`config.mk`:
```
export PLATFORM = sky130hd
export DESIGN_NAME = utf8_to_ascii_transliterator_core
export DESIGN_NICKNAME = d
export VERILOG_FILES = /design/src/rtl/core/u2a_pkg.sv /design/src/rtl/core/u2a_front.sv /design/src/rtl/core/u2a_queue.sv /design/src/rtl/core/u2a_back.sv /design/src/rtl/core/utf8_to_ascii_transliterator_core.sv
export SDC_FILE = /design/constraint.sdc
export NUM_CORES = 1
export LEC_CHECK = 0
export ABC_AREA = 1
export BUFFER_PORTS_ARGS = -buffer_cell sky130_fd_sc_hd__buf_4
export CAP_MARGIN = 40
export CELL_PAD_IN_SITES_DETAIL_PLACEMENT = 1
export CELL_PAD_IN_SITES_GLOBAL_PLACEMENT = 2
export CORE_UTILIZATION = 43
export DETAILED_ROUTE_END_ITERATION = 8
export HOLD_SLACK_MARGIN = 0.06
export PLACE_DENSITY = 0.89
export RECOVER_POWER = 50
export SLEW_MARGIN = 20
export SYNTH_ARGS = -nofsm -noshare
export SYNTH_HDL_FRONTEND = slang
export SYNTH_SLANG_ARGS = --single-unit
export TNS_END_PERCENT = 10
```
`constraint.sdc`:
```
create_clock -name clock -period 17.1 [get_ports clock]
set_input_delay 4.275 -clock clock [delete_from_list [all_inputs] [get_ports clock]]
set_output_delay 4.275 -clock clock [all_outputs]
set_load 0.03 [all_outputs]
```
`src/rtl/core/u2a_pkg.sv`:
```
// ----------------------------------------------------------------------------
// u2a_pkg
// Shared types, constants and decode functions for the UTF-8 to ASCII
// transliterator: job format between front and back, lead byte classing
// and the code point to printable character map.
// ----------------------------------------------------------------------------
package u2a_pkg;

   localparam logic [7:0] MaxCharsReset = 8'd201;
   localparam logic [7:0] CharUnknown   = "?";

   // One decode job: up to four bytes, how many are present, how many
   // characters may still be emitted, and whether the string ends here.
   typedef struct packed {
      logic [31:0] bytes;
      logic [2:0]  count;
      logic [1:0]  limit;
      logic        last;
   } job_type;

   // Continuation bytes that a lead byte calls for (0 for ASCII or invalid)
   function automatic logic [1:0] cont_need(input logic [7:0] b);
      logic [1:0] need;
      need = 2'd0;
      if (b[7] == 1'b0) begin
         need = 2'd0;
      end else if ((b & 8'hE0) == 8'hC0) begin
         need = 2'd1;
      end else if ((b & 8'hF0) == 8'hE0) begin
         need = 2'd2;
      end else if ((b & 8'hF8) == 8'hF0) begin
         need = 2'd3;
      end
      return need;
   endfunction

   // Code point to printable ASCII
   function automatic logic [7:0] to_ascii(input logic [20:0] cp);
      logic [7:0] c;
      logic [7:0] lo;
      lo = cp[7:0];
      c  = CharUnknown;
      if (cp >= 21'h20 && cp <= 21'h7E) begin
         c = lo;
      end else if (cp == 21'h2D9) begin
         c = "o";
      end else if (cp > 21'hFF) begin
         c = CharUnknown;
      end else if (lo >= 8'hC0 && lo <= 8'hC6) begin
         c = "A";
      end else if (lo >= 8'hE0 && lo <= 8'hE6) begin
         c = "a";
      end else if (lo >= 8'hE8 && lo <= 8'hEB) begin
         c = "e";
      end else if (lo >= 8'hEC && lo <= 8'hEF) begin
         c = "i";
      end else if (lo >= 8'hF2 && lo <= 8'hF6) begin
         c = "o";
      end else if (lo >= 8'hF9 && lo <= 8'hFC) begin
         c = "u";
      end else if (lo >= 8'hD3 && lo <= 8'hD6) begin
         c = "O";
      end else if (lo >= 8'hC9 && lo <= 8'hCB) begin
         c = "E";
      end else begin
         case (lo)
            8'hC7:        c = "C";
            8'hCE, 8'hCF: c = "I";
            8'hD0:        c = "D";
            8'hD1:        c = "N";
            8'hD2:        c = "n";
            8'hD8:        c = "O";
            8'hD9:        c = "o";
            8'hDA, 8'hDC: c = "U";
            8'hDD:        c = "Y";
            8'hDE:        c = "T";
            8'hDF:        c = "s";
            8'hE7:        c = "c";
            8'hF0:        c = "d";
            8'hF1:        c = "n";
            8'hF8:        c = "o";
            8'hFD, 8'hFF: c = "y";
            8'hB7:        c = "a";
            8'hC8:        c = "e";
            8'hCD:        c = "e";
            8'hDB:        c = "o";
            8'hCC:        c = "i";
            8'hAF:        c = "o";
            8'hAC:        c = "A";
            default:      c = CharUnknown;
         endcase
      end
      return c;
   endfunction

endpackage

```
`src/rtl/core/u2a_front.sv`:
```
// ----------------------------------------------------------------------------
// u2a_front
// Accepts input bytes, collects multi-byte sequences, counts characters
// against the limit and hands complete sequences or end flushes to the queue.
// ----------------------------------------------------------------------------
module u2a_front
   import u2a_pkg::*;
(
   input  logic        clock,
   input  logic        reset,
   input  logic        req_valid,
   output logic        req_stall,
   input  logic [7:0]  req_in_byte,
   input  logic        req_last_byte,
   input  logic        csr_valid,
   output logic        csr_ready,
   input  logic [7:0]  csr_max_chars,
   input  logic        queue_full,
   output logic        push_valid,
   output job_type     push_job
);

   logic [7:0]  max_chars_ff;
   logic [23:0] held_ff, held_in;
   logic [1:0]  held_cnt_ff, held_cnt_in;
   logic [7:0]  emitted_ff, emitted_in;

   logic        accept;
   logic        room;
   logic [31:0] buf_vec;
   logic [2:0]  avail;
   logic [1:0]  need;
   logic [7:0]  budget;
   logic [1:0]  flush_limit;

   assign req_stall = queue_full;
   assign csr_ready = 1'b1;
   assign accept    = req_valid && !queue_full;

   // sequence assembly and job generation
   always_comb begin
      room    = (emitted_ff < max_chars_ff);
      buf_vec = {8'h00, held_ff};
      if (room) begin
         buf_vec[{held_cnt_ff, 3'b000} +: 8] = req_in_byte;
      end
      avail  = {1'b0, held_cnt_ff} + {2'b00, room};
      need   = cont_need(buf_vec[7:0]);
      budget = max_chars_ff - emitted_ff;
      if (!room) begin
         flush_limit = 2'd0;
      end else if (budget >= 8'd3) begin
         flush_limit = 2'd3;
      end else begin
         flush_limit = budget[1:0];
      end

      held_in        = held_ff;
      held_cnt_in    = held_cnt_ff;
      emitted_in     = emitted_ff;
      push_valid     = 1'b0;
      push_job.bytes = buf_vec;
      push_job.count = avail;
      push_job.limit = flush_limit;
      push_job.last  = req_last_byte;

      if (accept) begin
         if (req_last_byte) begin
            // end of string: flush whatever is held
            push_valid  = 1'b1;
            held_cnt_in = 2'd0;
            emitted_in  = 8'd0;
         end else if (avail != 3'd0) begin
            if (room && avail >= ({1'b0, need} + 3'd1)) begin
               push_valid     = 1'b1;
               push_job.limit = 2'd1;
               held_cnt_in    = 2'd0;
               emitted_in     = emitted_ff + 8'd1;
            end else begin
               held_in     = buf_vec[23:0];
               held_cnt_in = (avail > 3'd3) ? 2'd3 : avail[1:0];
            end
         end
      end
   end

   always_ff @(posedge clock) begin
      if (reset) begin
         max_chars_ff <= MaxCharsReset;
         held_cnt_ff  <= 2'd0;
         emitted_ff   <= 8'd0;
      end else begin
         if (csr_valid) begin
            max_chars_ff <= csr_max_chars;
         end
         held_cnt_ff <= held_cnt_in;
         emitted_ff  <= emitted_in;
      end
      held_ff <= held_in;
   end

endmodule

```
`src/rtl/core/u2a_queue.sv`:
```
// ----------------------------------------------------------------------------
// u2a_queue
// Short job queue between front and back.
// ----------------------------------------------------------------------------
module u2a_queue
   import u2a_pkg::*;
#(
   parameter int DEPTH = 4
) (
   input  logic    clock,
   input  logic    reset,
   input  logic    push,
   input  job_type push_job,
   output logic    full,
   input  logic    pop,
   output logic    head_valid,
   output job_type head_job
);

   localparam int PTR_W = (DEPTH > 1) ? $clog2(DEPTH) : 1;
   localparam int CNT_W = $clog2(DEPTH + 1);
   localparam logic [PTR_W-1:0] PtrLast = PTR_W'(DEPTH - 1);
   localparam logic [CNT_W-1:0] CntFull = CNT_W'(DEPTH);

   job_type           entry_ff [DEPTH];
   logic [PTR_W-1:0]  wr_ptr_ff, wr_ptr_in;
   logic [PTR_W-1:0]  rd_ptr_ff, rd_ptr_in;
   logic [CNT_W-1:0]  cnt_ff, cnt_in;
   logic              do_push, do_pop;

   assign full       = (cnt_ff == CntFull);
   assign head_valid = (cnt_ff != '0);
   assign head_job   = entry_ff[rd_ptr_ff];
   assign do_push    = push && !full;
   assign do_pop     = pop && head_valid;

   // pointer and occupancy update
   always_comb begin
      wr_ptr_in = wr_ptr_ff;
      rd_ptr_in = rd_ptr_ff;
      cnt_in    = cnt_ff;
      if (do_push) begin
         wr_ptr_in = (wr_ptr_ff == PtrLast) ? '0 : wr_ptr_ff + PTR_W'(1);
      end
      if (do_pop) begin
         rd_ptr_in = (rd_ptr_ff == PtrLast) ? '0 : rd_ptr_ff + PTR_W'(1);
      end
      if (do_push && !do_pop) begin
         cnt_in = cnt_ff + CNT_W'(1);
      end else if (do_pop && !do_push) begin
         cnt_in = cnt_ff - CNT_W'(1);
      end
   end

   always_ff @(posedge clock) begin
      if (reset) begin
         wr_ptr_ff <= '0;
         rd_ptr_ff <= '0;
         cnt_ff    <= '0;
      end else begin
         wr_ptr_ff <= wr_ptr_in;
         rd_ptr_ff <= rd_ptr_in;
         cnt_ff    <= cnt_in;
      end
      if (do_push) begin
         entry_ff[wr_ptr_ff] <= push_job;
      end
   end

endmodule

```
`src/rtl/core/u2a_back.sv`:
```
// ----------------------------------------------------------------------------
// u2a_back
// Decodes queued jobs into ASCII characters, one result beat per cycle when
// not stalled, and holds each beat in the output register until it is taken.
// ----------------------------------------------------------------------------
module u2a_back
   import u2a_pkg::*;
(
   input  logic       clock,
   input  logic       reset,
   input  logic       head_valid,
   input  job_type    head_job,
   output logic       pop,
   output logic       rsp_valid,
   input  logic       rsp_stall,
   output logic [6:0] rsp_out_char,
   output logic       rsp_char_valid,
   output logic       rsp_end_of_string
);

   logic [2:0]  pos_ff, pos_in;
   logic [1:0]  cnt_ff, cnt_in;
   logic        valid_ff, valid_in;
   logic [6:0]  char_ff, char_in;
   logic        cvalid_ff, cvalid_in;
   logic        eos_ff, eos_in;

   logic        can_load, fire;
   logic [31:0] window;
   logic [2:0]  avail;
   logic [7:0]  lead;
   logic [1:0]  need;
   logic        full_seq;
   logic [20:0] cp;
   logic [2:0]  used;
   logic        bare;
   logic        done;
   logic [7:0]  ascii;

   assign can_load = !valid_ff || !rsp_stall;
   assign fire     = head_valid && can_load;

   // decode one code point at the current position
   always_comb begin
      window   = head_job.bytes >> {pos_ff, 3'b000};
      avail    = head_job.count - pos_ff;
      lead     = window[7:0];
      need     = cont_need(lead);
      full_seq = (need != 2'd0) && (({1'b0, need} + 3'd1) <= avail);
      cp       = {13'd0, CharUnknown};
      used     = 3'd1;
      if (lead[7] == 1'b0) begin
         cp = {13'd0, lead};
      end else if (full_seq) begin
         used = {1'b0, need} + 3'd1;
         case (need)
            2'd1:    cp = {10'd0, lead[4:0], window[13:8]};
            2'd2:    cp = {5'd0, lead[3:0], window[13:8], window[21:16]};
            default: cp = {lead[2:0], window[13:8], window[21:16], window[29:24]};
         endcase
      end
      ascii = to_ascii(cp);
      bare  = (head_job.count == 3'd0) || (head_job.limit == 2'd0);
      done  = bare || ((pos_ff + used) >= head_job.count)
            || (({1'b0, cnt_ff} + 3'd1) == {1'b0, head_job.limit});
   end

   // result beat and position update
   always_comb begin
      pos_in    = pos_ff;
      cnt_in    = cnt_ff;
      valid_in  = valid_ff && rsp_stall;
      char_in   = char_ff;
      cvalid_in = cvalid_ff;
      eos_in    = eos_ff;
      pop       = 1'b0;
      if (fire) begin
         valid_in  = 1'b1;
         char_in   = bare ? 7'd0 : ascii[6:0];
         cvalid_in = !bare;
         eos_in    = head_job.last && done;
         if (done) begin
            pop    = 1'b1;
            pos_in = 3'd0;
            cnt_in = 2'd0;
         end else begin
            pos_in = pos_ff + used;
            cnt_in = cnt_ff + 2'd1;
         end
      end
   end

   always_ff @(posedge clock) begin
      if (reset) begin
         pos_ff   <= 3'd0;
         cnt_ff   <= 2'd0;
         valid_ff <= 1'b0;
      end else begin
         pos_ff   <= pos_in;
         cnt_ff   <= cnt_in;
         valid_ff <= valid_in;
      end
      char_ff   <= char_in;
      cvalid_ff <= cvalid_in;
      eos_ff    <= eos_in;
   end

   assign rsp_valid         = valid_ff;
   assign rsp_out_char      = char_ff;
   assign rsp_char_valid    = cvalid_ff;
   assign rsp_end_of_string = eos_ff;

endmodule

```
`src/rtl/core/utf8_to_ascii_transliterator_core.sv`:
```
// ----------------------------------------------------------------------------
// utf8_to_ascii_transliterator_core
// Streams a UTF-8 string byte by byte and emits one printable ASCII
// character per decoded code point, limited to max_chars per string.
//
//   channel  direction  handshake          beat
//   req_     in         req_valid/stall    in_byte, last_byte
//   rsp_     out        rsp_valid/stall    out_char, char_valid, end_of_string
//   csr_     in         csr_valid/ready    max_chars
//
// One input beat per cycle is taken while the job queue has room.
// The back-end decoder emits result beats one at a time; an end-of-string
// flush emits up to three beats and holds the queue head until they are out.
// A job is registered in the job queue, then its result in the output register.
// Reset is synchronous, discards held bytes and clears counters and the queue;
// max_chars returns to 201. Output stall backs up through the queue.
// ----------------------------------------------------------------------------
module utf8_to_ascii_transliterator_core
   import u2a_pkg::*;
#(
   parameter int QUEUE_DEPTH = 4
) (
   input  logic       clock,
   input  logic       reset,
   input  logic       req_valid,
   output logic       req_stall,
   input  logic [7:0] req_in_byte,
   input  logic       req_last_byte,
   output logic       rsp_valid,
   input  logic       rsp_stall,
   output logic [6:0] rsp_out_char,
   output logic       rsp_char_valid,
   output logic       rsp_end_of_string,
   input  logic       csr_valid,
   output logic       csr_ready,
   input  logic [7:0] csr_max_chars
);

   logic    push_valid;
   job_type push_job;
   logic    queue_full;
   logic    pop;
   logic    head_valid;
   job_type head_job;

   u2a_front u_front (
      .clock         (clock),
      .reset         (reset),
      .req_valid     (req_valid),
      .req_stall     (req_stall),
      .req_in_byte   (req_in_byte),
      .req_last_byte (req_last_byte),
      .csr_valid     (csr_valid),
      .csr_ready     (csr_ready),
      .csr_max_chars (csr_max_chars),
      .queue_full    (queue_full),
      .push_valid    (push_valid),
      .push_job      (push_job)
   );

   u2a_queue #(
      .DEPTH (QUEUE_DEPTH)
   ) u_queue (
      .clock      (clock),
      .reset      (reset),
      .push       (push_valid),
      .push_job   (push_job),
      .full       (queue_full),
      .pop        (pop),
      .head_valid (head_valid),
      .head_job   (head_job)
   );

   u2a_back u_back (
      .clock             (clock),
      .reset             (reset),
      .head_valid        (head_valid),
      .head_job          (head_job),
      .pop               (pop),
      .rsp_valid         (rsp_valid),
      .rsp_stall         (rsp_stall),
      .rsp_out_char      (rsp_out_char),
      .rsp_char_valid    (rsp_char_valid),
      .rsp_end_of_string (rsp_end_of_string)
   );

endmodule

```
==> results.yml <==
synth:
  synth_fp_nets: 1370
  synth_seq_cells: 218
  synth_area_leaders: "edfxtp_1, nand2_1, dfxtp_1"
  synth_flop_cell: "edfxtp_1"
  synthDistinctLibCells: 59
  synth_area_mm2: 0.0117
  synth.avg_cell_area_um2: 8.96
  yosysTopAreaCellShare_pct: 47.4
  yosysSeqAreaShare_pct: 53.1
  synth_cells: 1307
  yosysTopAreaCell: "edfxtp_1"
  synth_edf_count: 185
  async_flop_share_pct: 0
  yosysWarnings: 0
die:
  core_area_mm2: 0.0268
  num_rows: 60
  die_h_um: 167
  boundaryPins: 34
  die_x_um: 167
  start_util_pct: 43.7
  die-area_mm2: 0.0279
route:
  antenna_left: 0
  routed_via_density: 5.45
  drc: 0
  drtIter0Drc: 527
  drt_first_pass_iters: 5
  finalWirelength_um: 32100
  wl_per_cell_um: 19.0
  vias: 9193
finish:
  nets: 1393
  final_cells: 1687
  multi_input_area_mm2: 0.00472
  diodes: 0
  drive_above_1_share_pct: 10.3
  fill_cells: 3090
  syn_to_final_growth_pct: 10.2
  final-seq-area_mm2: 0.00622
critical_path:
  cp-start-kind: "flip-flop"
  reg2reg_to: "u_queue.cnt_ff[2]"
  critPathMaxFanout: 54
  crit_top_cell: "nand2_1"
  crit_required_ps: 17490
  worst_setup_path_end_kind: "flip-flop"
  max_stage_delay_ps: 1740
  r2r_cells: 36
  slowest_stage: "clkbuf_1"
  critPathKind: "reg -> reg"
  cp.buffers_inverters: 6
  cp.arrival_ps: 9240
  cp_top_family: "buffers and inverters"
  ff2ff_setup_slack_ps: 8250
  cp.depth: 36
place:
  io_buffer_count: 32
  place.gp.congestion: 0.913
  dp_hpwl_um: 22300
  dp.cells: 1646
pwr:
  comb_power_share_pct: 52.7
  p_leak_nw: 5.19
  netSwitchingFraction_pct: 47.8
  irDropWorstVdd_mv: 0.114
  seqPwrFrac_pct: 27.7
  power.switching_mw: 1.25
  power_per_cell_area_mw_per_mm2: 203
  clkPwrFrac_pct: 19.5
  internal-power_mw: 1.37
status:
  status: "complete, but fails checks"
  violations: "max-capacitance violations, max-slew violations"
min_path:
  hold_end: "u_front.max_chars_ff[3]"
  hold_path_class: "reg -> reg"
  min_delay_path_depth: 2
  min_from: "u_front.max_chars_ff[3]"
cts:
  cts-root-buf: "clkbuf_16"
  holdBufCountCts: 0
  clock_path_buffers: 3
  cts_setup_buffers: 0
  h-tree-depth: 1
  cts.clk_slew.worst_paths_ps: 70
  numCtsBuffers: 23
  cts_resized: 0
  cts_tree: "yes"
  clk_latency_ps: 520
  numClockSinks: 218
flow_run:
  max-cap-violations: 1
global_route:
  grt_pass1_wl_um: 51900
  first_global_vias: 9489
  gr-usage-all-layers_pct: 23.5
  grt_overflow: 0
  antenna_found_initial: 0
  grt_max_degree: 76
sta:
  rsz0062_at_grt: "false"
  fin_crit_sh_pct: 51.8
  setup_viol: 0
  period_minus_slack_ps: 8850
  worst_pin_slew_ps: 2390
  maxSlewHeadroom_pct: -59.2
  hold_viol: 0
  fin_tns_setup_ps: 0
  fmaxAchievable_mhz: 113
  final-max-slew-violation-count: 55
  clock_skew_ps: 23.1
how the worst max path moves through the flow:
stage	to
6_report	u_queue.cnt_ff[2]
5_1_grt	u_queue.cnt_ff[2]
4_1_cts	u_queue.cnt_ff[2]
3_5_place_dp	u_queue.entry_ff[0][28]
3_3_place_gp	u_queue.entry_ff[0][28]
2_1_floorplan	u_queue.entry_ff[0][0]
stage by stage:
step / util, % / worst slack [ps] / area [um2] / hold slack (ps) / power [mW]
finish: 48.2 / 8250 / 12900 / 472 / 2.62
global route: 48.2 / 7290 / 12900 / 503 / 2.83
CTS: 48.5 / 9570 / 13000 / 475 / 2.65
detailed placement: 45.6 / 9290 / 12200 / 459 / 2.12
global placement: 45.5 / 9380 / 12200 / 454 / 2.11
floorplan: - / 8970 / 11700 / 433 / 1.76
worst reg2reg max path, delay by kind of cell (launching register included):
family / cells / cell delay (ps)
AOI/OAI and AO/OA: 10 / 1880
xor gates and xnor gates: 1 / 180
and+or+nand+nor: 13 / 1820
adders and majority gates: 6 / 2020
buffers and inverters: 6 / 2170
DFF: 1 / 640
synth_stat cells, types with 4 or more instances:
library cell  count
a32o_1            4
nor2_4            4
o21ai_1          25
dfxtp_1          33
nand2_1         330
buf_6             9
nor2_1          108
nor2_2           13
nand4_1          16
buf_4             8
a21oi_2           5
o211ai_1          5
nand2_2          22
nor3_1           16
o21ai_0          76
fa_1              4
inv_2            14
a21oi_1          58
edfxtp_1        185
xor2_1            7
ha_1             37
clkbuf_1         17
nand3_1         123
inv_1           120
buf_2            12
flip-flops by register name, summed over array words and instances (netlist names), named ones only:
register	flops
u_back.cnt_ff	2
u_back.pos_ff	3
u_back.rsp_char_valid	1
u_back.rsp_end_of_string	1
u_back.rsp_out_char	7
u_back.rsp_valid	1
u_front.emitted_ff	8
u_front.held_cnt_ff	2
u_front.held_ff	24
u_front.max_chars_ff	8
u_queue.cnt_ff	3
u_queue.entry_ff	152
u_queue.rd_ptr_ff	2
u_queue.wr_ptr_ff	2
kinds of logic after synthesis:
logic type | count (synthesis) | share of synthesized area (%)
and+or+nand+nor | 653 | 24.7
adders and majority gates | 41 | 4.64
other | 1 | 0.0320
DFF | 218 | 53.1
buffers and inverters | 184 | 6.90
xor gates and xnor gates | 8 | 0.598
AOI/OAI and AO/OA | 202 | 10.1
power by group through the flow:
| stage | Combinational [mW] | Clock (mW) | Sequential, mW |
|---|---|---|---|
| after CTS | 1.40 | 0.521 | 0.728 |
| after floorplan | 1.01 | 0 | 0.750 |
| after global placement | 1.37 | 0 | 0.735 |
| after global routing | 1.55 | 0.538 | 0.734 |
| after detailed placement | 1.39 | 0 | 0.738 |
| final | 1.38 | 0.512 | 0.727 |
cells in the final DEF (no fill, tap or decap), types with 3 or more instances in the layout:
cell,count
nor3_1,16
o211ai_1,5
clkbuf_1,25
bufinv_16,3
o21ai_0,79
clkinvlp_4,4
nand2_2,22
clkbuf_16,23
nand3_1,123
inv_1,120
dfxtp_1,32
inv_2,14
nor2_4,8
ha_1,37
nand3_2,3
nor2_2,13
o22ai_1,3
nand3b_1,3
a21oi_2,5
a21oi_1,58
nand2_1,330
edfxtp_1,185
a32o_1,4
clkinv_2,3
nand4_1,16
fa_1,4
nor4_1,3
xor2_1,7
o21ai_1,22
buf_4,18
a21oi_4,3
nor2_1,104
a32oi_1,3
o41ai_1,3
cell type report:
cell class                 count  area share [%]
clock inverter                14            1.30
inverter                     137            4.02
timing repair buffer          45            1.95
sequential                   218            48.1
clock buffer                  27            4.73
tap                          341            3.30
multi-input combinational    905            36.6
per-layer routing:
layer / GRT usage (%) / up-vias / routed length (um)
li1: - / 4487 / -
met1: 32.6 / 4465 / 14800
met2: 39.2 / 191 / 15200
met3: 2.28 / 50 / 1350
met4: 6.48 / 0 / 668
met5: 0 / - / 0
No activity file was read; power rests on OpenSTA's default activity.
